===== config.mk =====
export PLATFORM = sky130hd
export DESIGN_NAME = char_lcd_shift_register_sequencer
export DESIGN_NICKNAME = d
export VERILOG_FILES = /design/src/clsrs_pkg.sv /design/src/clsrs_front.sv /design/src/clsrs_queue.sv /design/src/clsrs_back.sv /design/src/char_lcd_shift_register_sequencer.sv
export VERILOG_INCLUDE_DIRS = /design/src /design/src/src
export SDC_FILE = /design/constraint.sdc
export NUM_CORES = 1
export LEC_CHECK = 0
export BUFFER_PORTS_ARGS = -buffer_cell sky130_fd_sc_hd__buf_2
export CAP_MARGIN = 20
export CORE_MARGIN = 2
export CORE_UTILIZATION = 55
export DETAILED_ROUTE_END_ITERATION = 10
export PLACE_DENSITY = 0.71
export RECOVER_POWER = 100
export REMOVE_ABC_BUFFERS = 1
export SYNTH_ARGS = -nofsm -noshare
export SYNTH_HDL_FRONTEND = slang
export SYNTH_HIERARCHICAL = 1
export SYNTH_SLANG_ARGS = --single-unit

===== constraint.sdc =====
create_clock -name clk -period 4.4 [get_ports clk]
set_clock_uncertainty 0.1 [all_clocks]
set_input_delay 0.66 -clock clk [delete_from_list [all_inputs] [get_ports clk]]
set_output_delay 0.66 -clock clk [all_outputs]
set_load 0.005 [all_outputs]

===== src/char_lcd_shift_register_sequencer_defines.svh =====
// assertion macros shared by the lcd shift-register sequencer
`ifndef CHAR_LCD_SHIFT_REGISTER_SEQUENCER_DEFINES_SVH
`define CHAR_LCD_SHIFT_REGISTER_SEQUENCER_DEFINES_SVH
`ifndef SYNTHESIS
`define CLSRS_ASSERT_IMP(label, ante, cons) \
  label: assert property (@(posedge clk) disable iff (rst) (ante) |-> (cons)) \
    else $error("clsrs assertion failed");
`define CLSRS_ASSERT_NXT(label, ante, cons) \
  label: assert property (@(posedge clk) disable iff (rst) (ante) |=> (cons)) \
    else $error("clsrs assertion failed");
`else
`define CLSRS_ASSERT_IMP(label, ante, cons)
`define CLSRS_ASSERT_NXT(label, ante, cons)
`endif
`endif


===== src/clsrs_pkg.sv =====
// types and constants of the lcd shift-register sequencer
`timescale 1ns / 1ps
package clsrs_pkg;

  // request kinds
  localparam logic [3:0] MODE_CHAR   = 4'd0;
  localparam logic [3:0] MODE_CMD    = 4'd1;
  localparam logic [3:0] MODE_SETPOS = 4'd2;
  localparam logic [3:0] MODE_HOME   = 4'd3;
  localparam logic [3:0] MODE_BKLT   = 4'd4;
  localparam logic [3:0] MODE_RS     = 4'd5;
  localparam logic [3:0] MODE_NIB    = 4'd6;
  localparam logic [3:0] MODE_BYTE   = 4'd7;
  localparam logic [3:0] MODE_RESET  = 4'd8;

  // shift-register control bits
  localparam logic [7:0] BIT_BKLT  = 8'h08;
  localparam logic [7:0] BIT_EN    = 8'h04;
  localparam logic [7:0] BIT_RS    = 8'h01;
  localparam logic [7:0] CMD_DDRAM = 8'h80;
  localparam logic [7:0] CMD_LINE2 = 8'hC0;

  // sequence kinds handed from front to back
  localparam logic [2:0] SEQ_BYTE = 3'd0;
  localparam logic [2:0] SEQ_CMD  = 3'd1;
  localparam logic [2:0] SEQ_NIB  = 3'd2;
  localparam logic [2:0] SEQ_SET  = 3'd3;
  localparam logic [2:0] SEQ_CLR  = 3'd4;
  localparam logic [2:0] SEQ_ZERO = 3'd5;

  // per-byte operations of the back end
  localparam logic [2:0] UOP_LOAD   = 3'd0;
  localparam logic [2:0] UOP_STROBE = 3'd1;
  localparam logic [2:0] UOP_HOLD   = 3'd2;
  localparam logic [2:0] UOP_SET    = 3'd3;
  localparam logic [2:0] UOP_CLR    = 3'd4;
  localparam logic [2:0] UOP_ZERO   = 3'd5;

  localparam int QUEUE_DEPTH = 2;
  localparam int QPTR_W      = $clog2(QUEUE_DEPTH);
  localparam int QCNT_W      = $clog2(QUEUE_DEPTH + 1);

  typedef struct packed {
    logic [3:0] mode;
    logic [7:0] value;
  } in_word_t;

  typedef struct packed {
    logic [7:0] shift_byte;
    logic       last_of_run;
    logic [7:0] cursor_column;
  } out_word_t;

  typedef struct packed {
    logic [2:0] seq;
    logic [7:0] data;
    logic [7:0] mask;
    logic [7:0] column;
  } desc_t;

endpackage


===== src/clsrs_front.sv =====
// front end: takes requests, tracks the column and builds sequence descriptors
`timescale 1ns / 1ps
module clsrs_front import clsrs_pkg::*; (
  input  logic     clk,
  input  logic     rst,
  input  logic     req_valid,
  output logic     req_ready,
  input  in_word_t req_word,
  input  logic     q_full,
  output logic     q_push,
  output desc_t    q_desc
);

  logic [7:0] column, column_next;
  logic       known;
  logic       accept;

  assign req_ready = !q_full;
  assign accept    = req_valid && req_ready;

  always_comb begin
    known        = 1'b1;
    column_next  = column;
    q_desc.seq   = SEQ_BYTE;
    q_desc.data  = req_word.value;
    q_desc.mask  = BIT_RS;
    case (req_word.mode)
      MODE_CHAR: begin
        column_next = column + 8'd1;
      end
      MODE_CMD: begin
        q_desc.seq = SEQ_CMD;
      end
      MODE_SETPOS: begin
        q_desc.seq  = SEQ_CMD;
        q_desc.data = CMD_DDRAM | req_word.value;
        column_next = req_word.value;
      end
      MODE_HOME: begin
        q_desc.seq  = SEQ_CMD;
        q_desc.data = req_word.value[0] ? CMD_LINE2 : CMD_DDRAM;
        column_next = 8'd0;
      end
      MODE_BKLT: begin
        q_desc.seq  = req_word.value[0] ? SEQ_SET : SEQ_CLR;
        q_desc.mask = BIT_BKLT;
      end
      MODE_RS: begin
        q_desc.seq = req_word.value[0] ? SEQ_SET : SEQ_CLR;
      end
      MODE_NIB: begin
        q_desc.seq = SEQ_NIB;
      end
      MODE_BYTE: begin
        q_desc.seq = SEQ_BYTE;
      end
      MODE_RESET: begin
        q_desc.seq  = SEQ_ZERO;
        column_next = 8'd0;
      end
      default: begin
        // undefined modes are swallowed without effect
        known = 1'b0;
      end
    endcase
    q_desc.column = column_next;
  end

  assign q_push = accept && known;

  always_ff @(posedge clk) begin
    if (rst) begin
      column <= 8'd0;
    end else if (accept) begin
      column <= column_next;
    end
  end

endmodule


===== src/clsrs_queue.sv =====
// two-entry descriptor queue between front and back
`timescale 1ns / 1ps
`include "char_lcd_shift_register_sequencer_defines.svh"
module clsrs_queue import clsrs_pkg::*; (
  input  logic  clk,
  input  logic  rst,
  input  logic  push,
  input  desc_t push_desc,
  output logic  full,
  input  logic  pop,
  output logic  head_valid,
  output desc_t head_desc
);

  desc_t             entries [QUEUE_DEPTH];
  logic [QPTR_W-1:0] wr_ptr, rd_ptr;
  logic [QCNT_W-1:0] count;

  assign full       = (count == QCNT_W'(QUEUE_DEPTH));
  assign head_valid = (count != '0);
  assign head_desc  = entries[rd_ptr];

  always_ff @(posedge clk) begin
    if (push) begin
      entries[wr_ptr] <= push_desc;
    end
  end

  always_ff @(posedge clk) begin
    if (rst) begin
      wr_ptr <= '0;
      rd_ptr <= '0;
      count  <= '0;
    end else begin
      if (push) begin
        wr_ptr <= (wr_ptr == QPTR_W'(QUEUE_DEPTH - 1)) ? '0 : wr_ptr + QPTR_W'(1);
      end
      if (pop) begin
        rd_ptr <= (rd_ptr == QPTR_W'(QUEUE_DEPTH - 1)) ? '0 : rd_ptr + QPTR_W'(1);
      end
      if (push && !pop) begin
        count <= count + QCNT_W'(1);
      end else if (pop && !push) begin
        count <= count - QCNT_W'(1);
      end
    end
  end

  `CLSRS_ASSERT_IMP(a_count_bound, 1'b1, count <= QCNT_W'(QUEUE_DEPTH))
  `CLSRS_ASSERT_IMP(a_no_push_full, push, !full)
  `CLSRS_ASSERT_IMP(a_no_pop_empty, pop, head_valid)

endmodule


===== src/clsrs_back.sv =====
// back end: walks a descriptor byte by byte and keeps the shift image
`timescale 1ns / 1ps
`include "char_lcd_shift_register_sequencer_defines.svh"
module clsrs_back import clsrs_pkg::*; (
  input  logic      clk,
  input  logic      rst,
  input  logic      q_valid,
  input  desc_t     q_desc,
  output logic      q_pop,
  output logic      res_valid,
  input  logic      res_ready,
  output out_word_t res_word
);

  logic [7:0] image, image_next, byte_out;
  logic [2:0] step, bstep, uop;
  logic       use_byte, last, advance;
  logic [3:0] nib;

  always_comb begin
    use_byte = 1'b0;
    bstep    = step;
    last     = 1'b0;
    uop      = UOP_HOLD;
    case (q_desc.seq)
      SEQ_BYTE: begin
        use_byte = 1'b1;
        last     = (step == 3'd5);
      end
      SEQ_CMD: begin
        // rs low, the byte, then rs high again
        if (step == 3'd0) begin
          uop = UOP_CLR;
        end else if (step == 3'd7) begin
          uop  = UOP_SET;
          last = 1'b1;
        end else begin
          use_byte = 1'b1;
          bstep    = step - 3'd1;
        end
      end
      SEQ_NIB: begin
        use_byte = 1'b1;
        bstep    = step + 3'd3;
        last     = (step == 3'd2);
      end
      SEQ_SET: begin
        uop  = UOP_SET;
        last = 1'b1;
      end
      SEQ_CLR: begin
        uop  = UOP_CLR;
        last = 1'b1;
      end
      SEQ_ZERO: begin
        uop  = UOP_ZERO;
        last = 1'b1;
      end
      default: begin
        last = 1'b1;
      end
    endcase
    if (use_byte) begin
      case (bstep)
        3'd0, 3'd3: uop = UOP_LOAD;
        3'd1, 3'd4: uop = UOP_STROBE;
        default:    uop = UOP_HOLD;
      endcase
    end
  end

  // high nibble on the first three bytes of a word, low nibble after
  assign nib = (bstep < 3'd3) ? q_desc.data[7:4] : q_desc.data[3:0];

  always_comb begin
    image_next = image;
    byte_out   = image;
    case (uop)
      UOP_LOAD: begin
        image_next = {nib, image[3:0]};
        byte_out   = image_next;
      end
      UOP_STROBE: begin
        byte_out = image | BIT_EN;
      end
      UOP_SET: begin
        image_next = image | q_desc.mask;
        byte_out   = image_next;
      end
      UOP_CLR: begin
        image_next = image & ~q_desc.mask;
        byte_out   = image_next;
      end
      UOP_ZERO: begin
        image_next = 8'd0;
        byte_out   = 8'd0;
      end
      default: begin
        byte_out = image;
      end
    endcase
  end

  assign advance = q_valid && (!res_valid || res_ready);
  assign q_pop   = advance && last;

  always_ff @(posedge clk) begin
    if (rst) begin
      image     <= 8'd0;
      step      <= 3'd0;
      res_valid <= 1'b0;
    end else if (advance) begin
      image     <= image_next;
      step      <= last ? 3'd0 : step + 3'd1;
      res_valid <= 1'b1;
    end else if (res_ready) begin
      res_valid <= 1'b0;
    end
  end

  always_ff @(posedge clk) begin
    if (advance) begin
      res_word.shift_byte    <= byte_out;
      res_word.last_of_run   <= last;
      res_word.cursor_column <= q_desc.column;
    end
  end

  // a run under way keeps its descriptor at the queue head
  `CLSRS_ASSERT_IMP(a_run_has_head, step != 3'd0, q_valid)
  `CLSRS_ASSERT_NXT(a_pop_restarts, q_pop, step == 3'd0)

endmodule


===== src/char_lcd_shift_register_sequencer.sv =====
// top level of the character-lcd shift-register sequencer
//
//   channel | direction | handshake            | word
//   req     | in        | req_valid/req_ready  | mode, value
//   res     | out       | res_valid/res_ready  | shift_byte, last_of_run, cursor_column
//
// one result word leaves per cycle while the queue has a descriptor and res is free;
// a request yields 1, 3, 6 or 8 bytes in the back end, one byte per step, by its sequence.
// the front takes a request per cycle while the two-entry queue has room.
// a first result comes from the output register once its descriptor heads the queue.
// reset is synchronous and clears shift image, column, queue and step counter.
// a stall on res holds the back end only; the front fills the queue meanwhile.
`timescale 1ns / 1ps
module char_lcd_shift_register_sequencer import clsrs_pkg::*; (
  input  logic      clk,
  input  logic      rst,
  input  logic      req_valid,
  output logic      req_ready,
  input  in_word_t  req_word,
  output logic      res_valid,
  input  logic      res_ready,
  output out_word_t res_word
);

  logic  q_full, q_push, q_pop, q_valid;
  desc_t push_desc, head_desc;

  clsrs_front u_front (
    .clk       (clk),
    .rst       (rst),
    .req_valid (req_valid),
    .req_ready (req_ready),
    .req_word  (req_word),
    .q_full    (q_full),
    .q_push    (q_push),
    .q_desc    (push_desc)
  );

  clsrs_queue u_queue (
    .clk        (clk),
    .rst        (rst),
    .push       (q_push),
    .push_desc  (push_desc),
    .full       (q_full),
    .pop        (q_pop),
    .head_valid (q_valid),
    .head_desc  (head_desc)
  );

  clsrs_back u_back (
    .clk       (clk),
    .rst       (rst),
    .q_valid   (q_valid),
    .q_desc    (head_desc),
    .q_pop     (q_pop),
    .res_valid (res_valid),
    .res_ready (res_ready),
    .res_word  (res_word)
  );

endmodule

# Word-level counts from Yosys, hierarchy flattened
# Memory sizes are Yosys's and may differ from the RTL's. A register that Yosys moved wholly into a read port is not among the register bits.
# Index checks and enable logic that the tools add are counted.
dict set report classes {
  addsub 8
  multipliers 0
  div 0
  magnitude_cmp 1
  n_eq_ne 24
  shifts 0
  n_mux 35
  bitwise 4
  n_reduce_logical 30
}
# op n
set ops {}
lappend ops {{case mux 8 bit (5 select lines)} 1}
lappend ops {{case mux 8 bit (4 select lines)} 1}
lappend ops {{case mux 3 bit (4 select lines)} 2}
lappend ops {{case mux 8 bit (3 select lines)} 1}
lappend ops {{== test 3 bit, second input constant} 7}
lappend ops {{two-way mux 3 bit} 6}
lappend ops {{== test 4 x 3 -> 1 bit, second input constant} 4}
lappend ops {{case mux 8 bit (2 select lines)} 1}
lappend ops {{== test 3 x 2 -> 1 bit, second input constant} 5}
lappend ops {{two-way mux 1 bit} 14}
lappend ops {{zero test 3 bit} 4}
lappend ops {{OR reduction 2 bit} 5}
lappend ops {{== test 3 x 1 -> 1 bit, second input constant} 3}
lappend ops {{OR reduction 9 bit} 1}
lappend ops {{adder 8 x 1 -> 8 bit, second input constant} 1}
lappend ops {{AND 8 bit} 1}
lappend ops {{== test 4 x 2 -> 1 bit, second input constant} 2}
lappend ops {{two-way mux 4 bit} 2}
lappend ops {{inverter 8 bit} 1}
lappend ops {{OR 8 bit} 1}
lappend ops {{two-way mux 7 bit} 1}
lappend ops {{logical AND 1 bit} 6}
lappend ops {{case mux 3 bit (2 select lines)} 1}
lappend ops {{nonzero test 2 bit} 3}
lappend ops {{other kinds (23)} 28}
dict set report totals {
  regBits 41
  latch_bits 0
  mem_bits_rw 46
  rom_bits 0
  input_bits 16
  output_inout_bits 19
  elab_cells 114
  memories 1
}
# name depth word_bits read_ports rd_ports_with_merged_regs write_ports line
set mem_list {}
lappend mem_list {u_queue.entries 2 23 1 1 1 clsrs_queue.sv:15} ;# desc_t entries [QUEUE_DEPTH];

# Longest topological paths before layout
# Gate-level depths: netlist of run 1.
dict set report logic_depth {
  ltp_word 11
  ltp_mapped 15
  mapped_depth_nobuf 12
}

# Modules after synthesis
# Netlist of run 1, hierarchy kept.
# mod instances cells_per_inst area_per_inst_um2 seq_area_each_um2
set by_module_without_submodules {}
lappend by_module_without_submodules {clsrs_queue 1 106 2163.3 1721.7}
lappend by_module_without_submodules {clsrs_back 1 192 1780.5 750.7}
lappend by_module_without_submodules {clsrs_front 1 129 900.9 160.2}

# Least setup slack after synthesis of run 1
# No wires, ideal clock.
dict set report synth_path {
  path_kind {flip-flop to flip-flop}
  startpoint {reg (tool-made name)}
  endpoint {reg u_back.image[6]}
  setup_ps 119
  t_arrival_ps 3089
  required_ps 4181
  setup_slack_ps 1092
  path_stages_with_launch 14
  path_buffers 4
  synth_period_minus_slack_ps 3308
  path_cell_list {dfxtp_1 > buf_2 > buf_6 > mux2_2 > buf_2 > buf_6 > nor3_1 > ha_1 > o32ai_1 > a211oi_4 > xnor2_1 > o21a_1 > or3_1 > o221a_1}
}
# item line
set synth_rtl {}
lappend synth_rtl {{to (signal assigned)} clsrs_back.sv:113} ;# image <= image_next;
lappend synth_rtl {{to (decl)} clsrs_back.sv:15} ;# logic [7:0] image, image_next, byte_out;

==> flow_metrics.env, run 1 <==
export IMPL_worstHoldStart="u_back/res_valid"
export IMPL_worstSkewPairLatency_ns=0.37
export IMPL_clockRootBuffer="clkbuf_8"
export IMPL_timing_hold_ws_ns=0.419
export IMPL_drive_gt1_share_pct=16.8
export IMPL_grt_pass1_wl_mm=16.1
export IMPL_place_ws_ns=1.12
export IMPL_ys_async_sr_fraction_pct=0
export IMPL_die_area_sq_um=9580
export IMPL_dpl_hpwl_mm=6.87
export IMPL_syn_area_sq_um=4840
export IMPL_crit_fanout=14
export IMPL_max_slew_margin_pct=-2.09
export IMPL_cts_setup_buffers=0
export IMPL_ff2ff_setup_slack_ns=0.85
export IMPL_drtIter0Drc=182
export IMPL_synth_top_family_by_area="compound AO/OA/AOI/OAI gates"
export IMPL_worst_pin_slew_ns=1.52
export IMPL_fill_cells=721
export IMPL_clk_pin_slew_worst_paths_ns=0.09
export IMPL_num_vias=3466
export IMPL_grt_overflow=0
export IMPL_portBuffers=34
export IMPL_fin_setup_tns_ns=0
export IMPL_hold_buffers=0
export IMPL_first_global_vias=3188
export IMPL_violations="max-capacitance violations, max-slew violations"
export IMPL_htreeDepth=3
export IMPL_dp_cells=551
export IMPL_setup_viol=0
export IMPL_hold_viol=0
export IMPL_cpPeakStageDelay_ns=0.52
export IMPL_synth_simple_area_share_pct=14.6
export IMPL_p_leak_nw=1.94
export IMPL_post_route_util_pct=60.2
export IMPL_synth_seq_cells=96
export IMPL_holdPathStages=2
export IMPL_post_drt_wl_per_cell_um=17.7
export IMPL_status="complete, but fails checks"
export IMPL_initial_core_util_pct=56.1
export IMPL_hold_path_class="flop to flop"
export IMPL_synth_xor_area_share_pct=1.27
export IMPL_antenna_found_initial=0
export IMPL_die_x_um=97.9
export IMPL_cp_start_kind="flop"
export IMPL_rsz0062_at_grt="no"
export IMPL_synth_cell_type_count=72
export IMPL_period_share_pct=80.6
export IMPL_r2r_cells=11
export IMPL_period_needed_ns=3.55
export IMPL_end_kind="flop"
export IMPL_grt_max_degree=28
export IMPL_stdcell_area_sq_um=5200
export IMPL_layout_common_cells="edfxtp_1 (71), nor2_1 (46), buf_2 (27), mux2_2 (26), dfxtp_1 (25)"
export IMPL_viasPerCell=6.11
export IMPL_ys_warn_count=6
export IMPL_groute_usage_overall_pct=21.3
export IMPL_synth_edf_count=71
export IMPL_placed_cell_area_sq_um=5030
export IMPL_netlist_instances=427
export IMPL_final_antenna_net_count=0
export IMPL_cts_buffer_depth=2
export IMPL_synthAdderAreaFrac_pct=1.81
export IMPL_total_power_mw=3.13
export IMPL_critPathTopFamily="compound AO/OA/AOI/OAI gates"
export IMPL_crit_type="flop to flop"
export IMPL_muxShareOfSynthArea_pct=7.13
export IMPL_peakVddDrop_uv=435
export IMPL_report_final_slew_viol_count=28
export IMPL_final_common_cell="edfxtp_1"
export IMPL_drcViolationCount=0
export IMPL_clock_sinks=96
export IMPL_fmax_mhz=282
export IMPL_place_gp_congestion=0.874
export IMPL_timing_final_ws_setup_ns=0.853
export IMPL_synth_seq_area_share_pct=54.3
export IMPL_diodes=0
export IMPL_ys_flop_type="edfxtp_1"
export IMPL_arrival_ns=3.72
export IMPL_syn_avg_cell_area_sq_um=11.3
export IMPL_slowest_stage="mux2_1"
export IMPL_fin_nets=477
export IMPL_area_delta_synth_final_pct=7.36
export IMPL_reg2reg_to="u_queue/count[1]"
export IMPL_instances_no_fill=567
export IMPL_worstPathRequired_ns=4.57
export IMPL_drt_first_pass_iters=5
export IMPL_hold_end="u_back/res_valid"
export IMPL_cts_tree="yes"
export IMPL_cts_buffers=9
export IMPL_wirelength_mm=10.0
export IMPL_cts_resized_gates=0
export IMPL_core_area_sq_um=8640
export IMPL_synth_compound_area_share_pct=15.7
export IMPL_num_rows=34
export IMPL_crit_buf_inv=2
export IMPL_crit_path_cell_trace="mux2_1 > inv_1 > nor3_1 > ha_1 > nor3_1 > o21ai_0 > a31oi_1 > inv_1 > ha_1 > or3_1 > a21oi_1"
export IMPL_die_h_um=97.9
export IMPL_ioPinCount=35
export IMPL_drv_cap=1
export IMPL_p_per_area_nw_per_um2=603
metal layers:
metal	share of wire [%]	GRT usage, %	routed length, um	vias to the layer above
li1	-	-	-	1652
met1	45	30.1	4510	1671
met2	48	33.9	4830	128
met3	5.7	3.44	572	15
met4	1.4	7.05	136	0
met5	0	0	0	-
cell type report:
cell class	count	area, sq um	area share, %
clock buffer	9	124	2.38
sequential	96	2630	50.6
inverter	20	75.1	1.44
timing repair buffer	37	173	3.32
multi-input combinational	290	1970	37.9
clock inverter	7	90.1	1.73
tap	108	135	2.60
where the power goes:
| part | switching [mW] | internal, mW | total [mW] |
|---|---|---|---|
| clock network | 0.333 | 0.277 | 0.609 |
| registers | 0.0860 | 1.22 | 1.30 |
| logic | 0.747 | 0.475 | 1.22 |
| total | 1.17 | 1.97 | 3.13 |
logic make-up after synthesis:
family,Yosys count
xor gates and xnor gates,7
DFF,96
muxes,31
other,1
buffers and inverters,46
AOI/OAI and AO/OA,107
adders and majority gates,7
and+or+nand+nor,132
worst max-delay path by stage:
stage	start	endpoint	slack, ns	cells past startpoint
6_report	flop	u_queue/count[1]	0.85	11
5_1_grt	flop	u_queue/count[1]	0.66	11
4_1_cts	flop	u_queue/count[1]	1.09	11
3_5_place_dp	flop	u_queue/count[1]	1.12	11
3_3_place_gp	flop	u_back/image[6]	1.25	10
2_1_floorplan	flop	u_back/image[6]	0.85	10
worst reg2reg max path, cell delays in order (launching register included):
cell and delay (ns):
dfxtp_1 0.40, mux2_1 0.52, inv_1 0.30, nor3_1 0.11, ha_1 0.30, nor3_1 0.13
o21ai_0 0.13, a31oi_1 0.52, inv_1 0.10, ha_1 0.33, or3_1 0.36, a21oi_1 0.17
cell usage after synthesis (5+ instances only):
cell | count | share of area [%]
a31oi_1 | 11 | 1.4
clkbuf_1 | 7 | 0.54
nand3_1 | 7 | 0.72
a211o_1 | 5 | 0.90
dfxtp_1 | 25 | 10
and3_1 | 6 | 0.77
nand2_1 | 17 | 1.3
mux2_2 | 28 | 6.5
ha_1 | 7 | 1.8
a21oi_1 | 19 | 2.0
nor2b_1 | 10 | 1.3
buf_4 | 6 | 0.93
nand2b_1 | 9 | 1.2
inv_1 | 18 | 1.4
buf_2 | 5 | 0.52
edfxtp_1 | 71 | 44
nor2_1 | 46 | 3.6
nor3_1 | 9 | 0.93
o21ai_0 | 20 | 2.1
buf_6 | 6 | 1.4
registers in the layout, indices dropped and copies added, names as in the netlist, named ones only:
name and flops:
u_queue/entries 54, u_back/res_word 17, u_back/image 8, u_front/column 8, u_back/step 3, u_queue/count 2
u_back/res_valid 1, u_queue/rd_ptr 1, u_queue/wr_ptr 1
No activity file was read; power rests on OpenSTA's default activity.
==> run 2, diff against run 1 <==
--- a/config.mk
+++ b/config.mk
@@ -6,6 +6,7 @@
 export SDC_FILE = /design/constraint.sdc
 export NUM_CORES = 1
 export LEC_CHECK = 0
+export ABC_AREA = 1
 export BUFFER_PORTS_ARGS = -buffer_cell sky130_fd_sc_hd__buf_2
 export CAP_MARGIN = 20
 export CORE_MARGIN = 2
==> constraint.sdc (replaced) <==
create_clock -name clk -period 3.5 [get_ports clk]
set_clock_uncertainty 0.1 [all_clocks]
set_input_delay 0.525 -clock clk [delete_from_list [all_inputs] [get_ports clk]]
set_output_delay 0.525 -clock clk [all_outputs]
set_load 0.005 [all_outputs]
==> run 2 against run 1 <==
  * Critical path type unchanged
  * Critical path depth is 7 higher
  * Largest cell class unchanged
  * Worst setup slack got worse by 0.48 ns
  * The run ends with max-capacitance violations left
  * Power increased by 44%
==> flow_metrics.env, run 2 <==
export IMPL_area_delta_synth_final_pct=7.09
export IMPL_timing_hold_ws_ns=0.347
export IMPL_placed_cell_area_sq_um=5300
export IMPL_num_vias=3557
export IMPL_cts_tree="yes"
export IMPL_arrival_ns=3.13
export IMPL_fin_nets=594
export IMPL_cp_start_kind="flop"
export IMPL_cts_resized_gates=0
export IMPL_cts_setup_buffers=0
export IMPL_crit_path_cell_trace="mux2_1 > nor2_1 > nand2_2 > inv_1 > ha_1 > inv_1 > nand2_1 > nand2_1 > nand2_2 > nand2_4 > o21ai_2 > nand3_2 > nand2_4 > nor2_4 > nand2_1 > nand2_1 > nor2_1 > o21ai_0"
export IMPL_reg_top3="u_queue/entries x54, u_back/res_word x17"
export IMPL_post_drt_wl_per_cell_um=13.8
export IMPL_htreeDepth=3
export IMPL_diodes=0
export IMPL_status="complete, but fails checks"
export IMPL_synth_edf_count=71
export IMPL_dp_cells=668
export IMPL_netlist_instances=528
export IMPL_die_area_sq_um=9960
export IMPL_ys_async_sr_fraction_pct=0
export IMPL_drive_gt1_share_pct=19.8
export IMPL_first_global_vias=3544
export IMPL_synth_cell_type_count=38
export IMPL_antenna_found_initial=0
export IMPL_largest_reg_flops=54
export IMPL_rsz0062_at_grt="no"
export IMPL_final_common_cell="nand2_1"
export IMPL_drt_first_pass_iters=6
export IMPL_stdcell_area_sq_um=5400
export IMPL_drv_cap=1
export IMPL_period_share_pct=89.4
export IMPL_violations="max-capacitance violations"
export IMPL_worstSkewPairLatency_ns=0.35
export IMPL_ff2ff_setup_slack_ns=0.37
export IMPL_synth_most_common_cell="nand2_1"
export IMPL_clock_sinks=96
export IMPL_syn_area_sq_um=5050
export IMPL_worst_pin_slew_ns=1.49
export IMPL_dpl_hpwl_mm=6.66
export IMPL_period_needed_ns=3.13
export IMPL_crit_type="flop to flop"
export IMPL_report_final_slew_viol_count=0
export IMPL_place_gp_congestion=0.920
export IMPL_viasPerCell=5.20
export IMPL_cts_buffers=9
export IMPL_synth_area_leader_cell="edfxtp_1"
export IMPL_final_antenna_net_count=0
export IMPL_p_leak_nw=2.42
export IMPL_hold_viol=0
export IMPL_cts_buffer_depth=2
export IMPL_worstHoldStart="res_ready"
export IMPL_clk_pin_slew_worst_paths_ns=0.10
export IMPL_groute_usage_overall_pct=20.2
export IMPL_ioPinCount=35
export IMPL_grt_pass1_wl_mm=15.8
export IMPL_wirelength_mm=9.41
export IMPL_crit_fanout=10
export IMPL_drtIter0Drc=163
export IMPL_syn_avg_cell_area_sq_um=9.56
export IMPL_ys_warn_count=6
export IMPL_initial_core_util_pct=57.3
export IMPL_hold_buffers=0
export IMPL_die_x_um=99.8
export IMPL_fmax_mhz=320
export IMPL_worstPathRequired_ns=3.50
export IMPL_synth_top_cell_area_share_pct=42.3
export IMPL_die_h_um=99.8
export IMPL_synth_seq_cells=96
export IMPL_layout_common_cells="nand2_1 (115), edfxtp_1 (71), inv_1 (70), nor2_1 (59), nand3_1 (40)"
export IMPL_cpPeakStageDelay_ns=0.54
export IMPL_grt_overflow=0
export IMPL_synth_commonest_cells="nand2_1 (114), edfxtp_1 (71), inv_1 (69)"
export IMPL_end_kind="flop"
export IMPL_hold_path_class="input pin to flop"
export IMPL_drcViolationCount=0
export IMPL_core_area_sq_um=8810
export IMPL_grt_max_degree=28
export IMPL_top_register="u_queue/entries"
export IMPL_synth_area_leaders="edfxtp_1 (42%), dfxtp_1 (9.9%), nand2_1 (8.5%)"
export IMPL_p_per_area_nw_per_um2=837
export IMPL_peakVddDrop_uv=313
export IMPL_setup_viol=0
export IMPL_reg2reg_to="u_back/res_word[13]"
export IMPL_crit_top_cell="nand2_1"
export IMPL_fill_cells=752
export IMPL_r2r_cells=18
export IMPL_slowest_stage="dfxtp_1"
export IMPL_total_power_mw=4.52
export IMPL_instances_no_fill=684
export IMPL_num_rows=34
export IMPL_ys_flop_type="edfxtp_1"
export IMPL_clockRootBuffer="clkbuf_8"
export IMPL_synth_seq_area_share_pct=52.2
export IMPL_portBuffers=34
export IMPL_crit_path_end="u_back/res_word[13]"
export IMPL_max_slew_margin_pct=0.664
export IMPL_fin_setup_tns_ns=0
run 2: cells by family after synthesis:
family                     count (synthesis)  synth area share (%)
other                                      1                0.0743
AOI/OAI and AO/OA                         49                  5.95
and+or+nand+nor                          258                  24.5
xor gates and xnor gates                   1                 0.174
adders and majority gates                  7                  1.74
DFF                                       96                  52.2
buffers and inverters                     89                  7.86
muxes                                     27                  7.51
run 2: how the worst min path moves through the flow:
stage,to,slack [ns],depth (start not counted)
floorplan,u_back/step[0],0.37,2
global placement,u_back/res_valid,0.37,2
detailed placement,u_back/res_valid,0.38,2
CTS,u_back/res_valid,0.32,4
global route,u_back/res_valid,0.37,4
finish,u_back/res_valid,0.35,4
run 2: critical path: cells and delay by family (launching register included):
kind | cells | cell delay (ns)
mux | 1 | 0.43
flops | 1 | 0.54
buf+inv | 2 | 0.16
compound gates | 2 | 0.22
simple gates | 12 | 1.29
fa+ha+maj | 1 | 0.14
run 2: routing by layer:
metal | vias to the layer above | track usage [%] | share of wire [%]
met5 | - | 0 | 0
met2 | 100 | 35.2 | 49
li1 | 1810 | - | -
met1 | 1629 | 25.0 | 44
met3 | 18 | 3.13 | 4.2
met4 | 0 | 8.64 | 2.0
run 2: through the flow:
step / setup WS (ns) / util (%)
CTS: 0.473 / 62.1
global placement: 0.610 / 60.2
finish: 0.370 / 61.4
detailed placement: 0.506 / 60.2
floorplan: 0.142 / -
global route: 0.123 / 61.4
run 2: area by class of cell:
| class | instances | area (sq um) | area share, % |
|---|---|---|---|
| multi-input cells | 348 | 1990 | 36.8 |
| well taps | 108 | 135 | 2.50 |
| inverters | 78 | 293 | 5.42 |
| clock inverters | 6 | 43.8 | 0.810 |
| clock buffers | 10 | 128 | 2.36 |
| flip-flops and latches | 96 | 2630 | 48.7 |
| repair buffers | 38 | 181 | 3.36 |
run 2: power breakdown:
| part | total [mW] | internal (mW) | switching [mW] | leakage (nW) |
|---|---|---|---|---|
| sequential | 1.71 | 1.58 | 0.124 | 0.869 |
| clock | 0.645 | 0.263 | 0.382 | 0.0870 |
| combinational | 2.17 | 0.787 | 1.38 | 1.46 |
| total | 4.52 | 2.63 | 1.89 | 2.42 |
